File: src/rtl/rmq_pkg.sv
// shared widths and sideband types for the rotation matrix to quaternion pipeline
package rmq_pkg;

    localparam int ElemW  = 16;   // input element, signed q2.14
    localparam int VecW   = 18;   // signed unnormalized component
    localparam int AbsW   = 17;   // magnitude of a component
    localparam int SqW    = 2 * AbsW;
    localparam int NW     = SqW + 2;  // sum of four squares
    localparam int RadW   = 64;   // sqrt radicand, n shifted up by 28
    localparam int RadSh  = RadW - NW;
    localparam int RootW  = RadW / 2;
    localparam int RemW   = RootW + 2;
    localparam int QW     = 16;   // quotient and output width
    localparam int NumW   = AbsW + 28 + 1;
    localparam int Lanes  = 4;
    localparam logic signed [VecW-1:0] FixOne = VecW'(16384);

    // per-beat sideband carried beside the datapath
    typedef struct packed {
        logic [Lanes-1:0][AbsW-1:0] amag;
        logic [Lanes-1:0]           neg;
        logic                       deg;
    } side_t;

    typedef struct packed {
        logic [Lanes-1:0] neg;
        logic             deg;
    } tag_t;

endpackage

File: src/rtl/rmq_div.sv
// pipelined restoring divider, one quotient bit per stage
module rmq_div (
    input  logic                       clk,
    input  logic                       en,
    input  logic [rmq_pkg::NumW-1:0]   num,
    input  logic [rmq_pkg::RootW-1:0]  den,
    output logic [rmq_pkg::QW-1:0]     quo
);
    import rmq_pkg::*;

    logic [RootW-1:0] rem_reg [QW];
    logic [QW-1:0]    low_reg [QW];
    logic [QW-1:0]    q_reg   [QW];
    logic [RootW-1:0] den_reg [QW];

    for (genvar j = 0; j < QW; j++) begin : g_stage
        logic [RootW-1:0] rem_cur;
        logic [QW-1:0]    low_cur;
        logic [QW-1:0]    q_cur;
        logic [RootW-1:0] den_cur;
        logic [RootW:0]   t;

        if (j == 0) begin : g_first
            // upper part of the numerator is already below the divisor
            assign rem_cur = RootW'(num[NumW-1:QW]);
            assign low_cur = num[QW-1:0];
            assign q_cur   = '0;
            assign den_cur = den;
        end else begin : g_rest
            assign rem_cur = rem_reg[j-1];
            assign low_cur = low_reg[j-1];
            assign q_cur   = q_reg[j-1];
            assign den_cur = den_reg[j-1];
        end

        assign t = {rem_cur, low_cur[QW-1]};

        always_ff @(posedge clk) begin
            if (en) begin
                if (t >= {1'b0, den_cur}) begin
                    rem_reg[j] <= RootW'(t - {1'b0, den_cur});
                    q_reg[j]   <= {q_cur[QW-2:0], 1'b1};
                end else begin
                    rem_reg[j] <= t[RootW-1:0];
                    q_reg[j]   <= {q_cur[QW-2:0], 1'b0};
                end
                low_reg[j] <= {low_cur[QW-2:0], 1'b0};
                den_reg[j] <= den_cur;
            end
        end
    end

    assign quo = q_reg[QW-1];

endmodule

File: config.mk
export PLATFORM = sky130hd
export DESIGN_NAME = rmq_div
export DESIGN_NICKNAME = d
export VERILOG_FILES = /design/src/rtl/rmq_pkg.sv /design/src/rtl/rmq_div.sv
export SDC_FILE = /design/constraint.sdc
export NUM_CORES = 2
export LEC_CHECK = 0
export BUFFER_PORTS_ARGS = -buffer_cell sky130_fd_sc_hd__buf_2
export CAP_MARGIN = 0
export CORE_MARGIN = 2
export CORE_UTILIZATION = 45
export CTS_CLUSTER_DIAMETER = 50
export DETAILED_ROUTE_END_ITERATION = 8
export PLACE_DENSITY = 0.57
export SLEW_MARGIN = 30
export SYNTH_ARGS = -nofsm -noshare
export SYNTH_HDL_FRONTEND = slang
export SYNTH_SLANG_ARGS = --single-unit
File: constraint.sdc
create_clock -name clk -period 5.25 [get_ports clk]
set_clock_uncertainty 0.15 [all_clocks]
set_input_delay 1.05 -clock clk [delete_from_list [all_inputs] [get_ports clk]]
set_output_delay 1.05 -clock clk [all_outputs]
set_load 0.02 [all_outputs]
==> qor.csv <==
stage,metric,value,unit
clocking,CTS Hold Bufs,0,
synthesis,Synth cell types,84,
status,status,finished clean,
clocking,clock-pin slew on the worst setup and hold paths,0.06,ns
routing,# DRC,0,
synthesis,synthesized area per cell,11.71,um2
timing,min cycle time layout,4.605,ns
synthesis,Mapped Area,68090,um2
placement,gp weighted congestion,0.9335,
cells_and_area,fin cells,8161,
worst_setup_path,required time of the critical path,5.62,ns
timing,RSZ-0062 raised after global routing,no,
clocking,TritonCTS clock tree,done,
global_route,first-pass GRT wire length,235500,um
timing,period utilization,0.8772,
power,Leak,31.20,nW
flow_run,max cap viols,0,
cells_and_area,FF+latch area,36510,um2
timing,Max Clk Rate,217.2,MHz
synthesis,Post-synth ARST share,0,
synthesis,post-synthesis sequential area ratio,0.5361,
synthesis,synth cell count leaders,"1215 x edfxtp_1, 618 x inv_1, 511 x ha_1",
synthesis,Post-synth EDFFs,1215,
floorplanning,core area,150000,um2
worst_setup_path,WP data arrival,4.97,ns
hold_path,worst hold path type,register to register,
routing,vias,43820,
power,Max VDD drop,429.8,uV
routing,router iterations before antenna repair,5,
synthesis,most area-consuming cells after synthesis,"edfxtp_1 54%, ha_1 9.4%, mux2_2 4.6%, a21oi_1 3.5%, inv_1 3.4%",
synthesis,Seq cells post-synth,1216,
clocking,clk_lat worst skew,0.78,ns
worst_setup_path,CP Launch Type,register,
timing,Worst-Margin Slew,0.9677,ns
global_route,largest net degree at the start of global routing,180,
clocking,cts bufs inserted,160,
cells_and_area,Final nets,6621,
global_route,initial antenna violation count,1,
power,pwr/cell area,591.1,nW/um2
cells_and_area,Fillers,13280,
worst_setup_path,CP endpoint kind,register,
timing,Setup Total Neg Slack,0,ns
clocking,# clock sinks,1216,
synthesis,Main synth FF type,edfxtp_1,
cells_and_area,area grow syn2layout,12.51,%
floorplanning,Initial Util,0.4541,
global_route,Total GRT Usage,0.1947,
timing,max_slew headroom,0.3494,
routing,Routed Antenna Nets,0,
placement,port bufs,95,
worst_setup_path,Crit Path Category,register to register,
floorplanning,top-level port count,96,
timing,max-slew violation count,0,
routing,Wirelength per Cell,18.31,um
floorplanning,die area,154400,um2
clocking,Root Driver,clkbuf_16,
synthesis,leading area contributor after synthesis,edfxtp_1,
placement,Placed Cells,7868,
placement,post-DP HPWL,113800,um
clocking,post_cts resized,0,
cells_and_area,ANT cells,0,
synthesis,post-synth top area share,0.5358,
routing,post-detailed-route via-to-cell ratio,5.369,
synthesis,Mapped Cells,5817,
synthesis,Mapped Nets,6423,
worst_setup_path,Critical Path Fanout Max,33,
routing,WL final,149400,um
global_route,GRT overflow,0,
placement,Place WS,0.4829,ns
timing,Final setup viols,0,
floorplanning,chip height,393.0,um
synthesis,"count leader, synth",edfxtp_1,
routing,Starting DRT DRC Count,2108,
cells_and_area,share of cells above drive strength 1,0.1194,
synthesis,YS warnings,0,
timing,final worst slack,0.6449,ns
clocking,Bufs on Longest Clock Path,3,
floorplanning,row cnt,142,
clocking,H-tree levels,4,
cells_and_area,Multi-input gate area,28850,um2
timing,Final Hold Vio Count,0,
global_route,vias in the first global route,45740,
floorplanning,Die W,393.0,um
clocking,Post-CTS Setup Repair Bufs,0,
power,Final Total Pwr,45.28,mW
[layout make-up]
class	instances	area share
clock buffers	183	0.05478
clock inverters	109	0.01431
inverters	619	0.03033
multi-input cells	3862	0.3767
flip-flops and latches	1216	0.4765
well taps	2016	0.03293
repair buffers	156	0.01447
[per-layer routing]
metal  global-route usage  wire [um]
met1               0.1795      52470
met2               0.3939      83860
met3              0.02783       3900
met4               0.1190       9201
met5                    0          0
[worst max-delay path: stages (launching register included)]
cell,delay (ns)
edfxtp_1,0.44
ha_1,0.33
nor2b_1,0.14
o31a_1,0.30
o2111ai_1,0.39
a21oi_1,0.19
a2111oi_2,0.53
o21ai_1,0.23
a21oi_1,0.40
o21ai_1,0.23
a21oi_4,0.18
buf_4,0.40
mux2_2,0.39
[worst paths after layout]
check                                 from  slack (ns)  cells past startpoint                       end
setup reg to reg   rem_reg[1][0]$_DFFE_PP_        0.64                     12  rem_reg[1][38]$_DFFE_PP_
hold reg to reg   low_reg[0][22]$_DFFE_PP_        0.26                      0  low_reg[0][38]$_DFFE_PP_
hold / removal    low_reg[0][22]$_DFFE_PP_        0.26                      0  low_reg[0][38]$_DFFE_PP_
setup / recovery   rem_reg[1][0]$_DFFE_PP_        0.64                     12  rem_reg[1][38]$_DFFE_PP_
[where the power goes]
group	leakage [nW]	internal (mW)	total (mW)	switching, mW
sequential	11.9	14.1	15.3	1.19
combinational	16.8	8.86	19.3	10.4
clock	2.55	6.48	10.7	4.25
total	31.2	29.4	45.3	15.8
[cells by family (layout without fill, tap and decap cells)]
group,Yosys count,after routing,share of synthesized area
AO/OA/AOI/OAI,1499,1499,0.1406
XOR/XNOR,398,398,0.05120
adder cells (fa/ha/maj),526,526,0.09831
buffers and inverters,739,1067,0.04160
flip-flops,1216,1216,0.5361
multiplexers,315,315,0.05182
AND/OR/NAND/NOR,1124,1124,0.08036
[metrics by stage]
stage,hold WS [ns],utilization,instance area [um2]
2_1_floorplan,0.2503,-,68090
3_3_place_gp,0.2504,0.4752,71260
3_5_place_dp,0.2545,0.4754,71280
4_1_cts,0.2068,0.5107,76570
5_1_grt,0.2298,0.5109,76610
6_report,0.2556,0.5109,76610
[placed cells by master, fill, tap and decap left out, drive strengths merged, types with 15 or more instances in the layout]
cell	Yosys	final
nand2b	52	52
a31oi	51	51
nor2	315	315
fa	15	15
nor3	65	65
and3	48	48
clkbuf	89	183
and4	20	20
o21a	77	77
nor2b	67	67
clkinvlp	0	16
mux2	300	300
a41oi	15	15
mux2i	15	15
inv	618	638
buf	31	156
or3	20	20
o21bai	52	52
or2	15	15
nand4	72	72
ha	511	511
a21oi	478	478
nand3	76	76
a21boi	20	20
o211ai	18	18
a221oi	18	18
nor4	15	15
and2	37	37
nand2	286	286
o31ai	27	27
a21o	274	274
xnor2	264	264
a211oi	40	40
xor2	134	134
edfxtp	1215	1215
o21ai	298	298
clkinv	1	60
(Power assumes the default switching activity.)
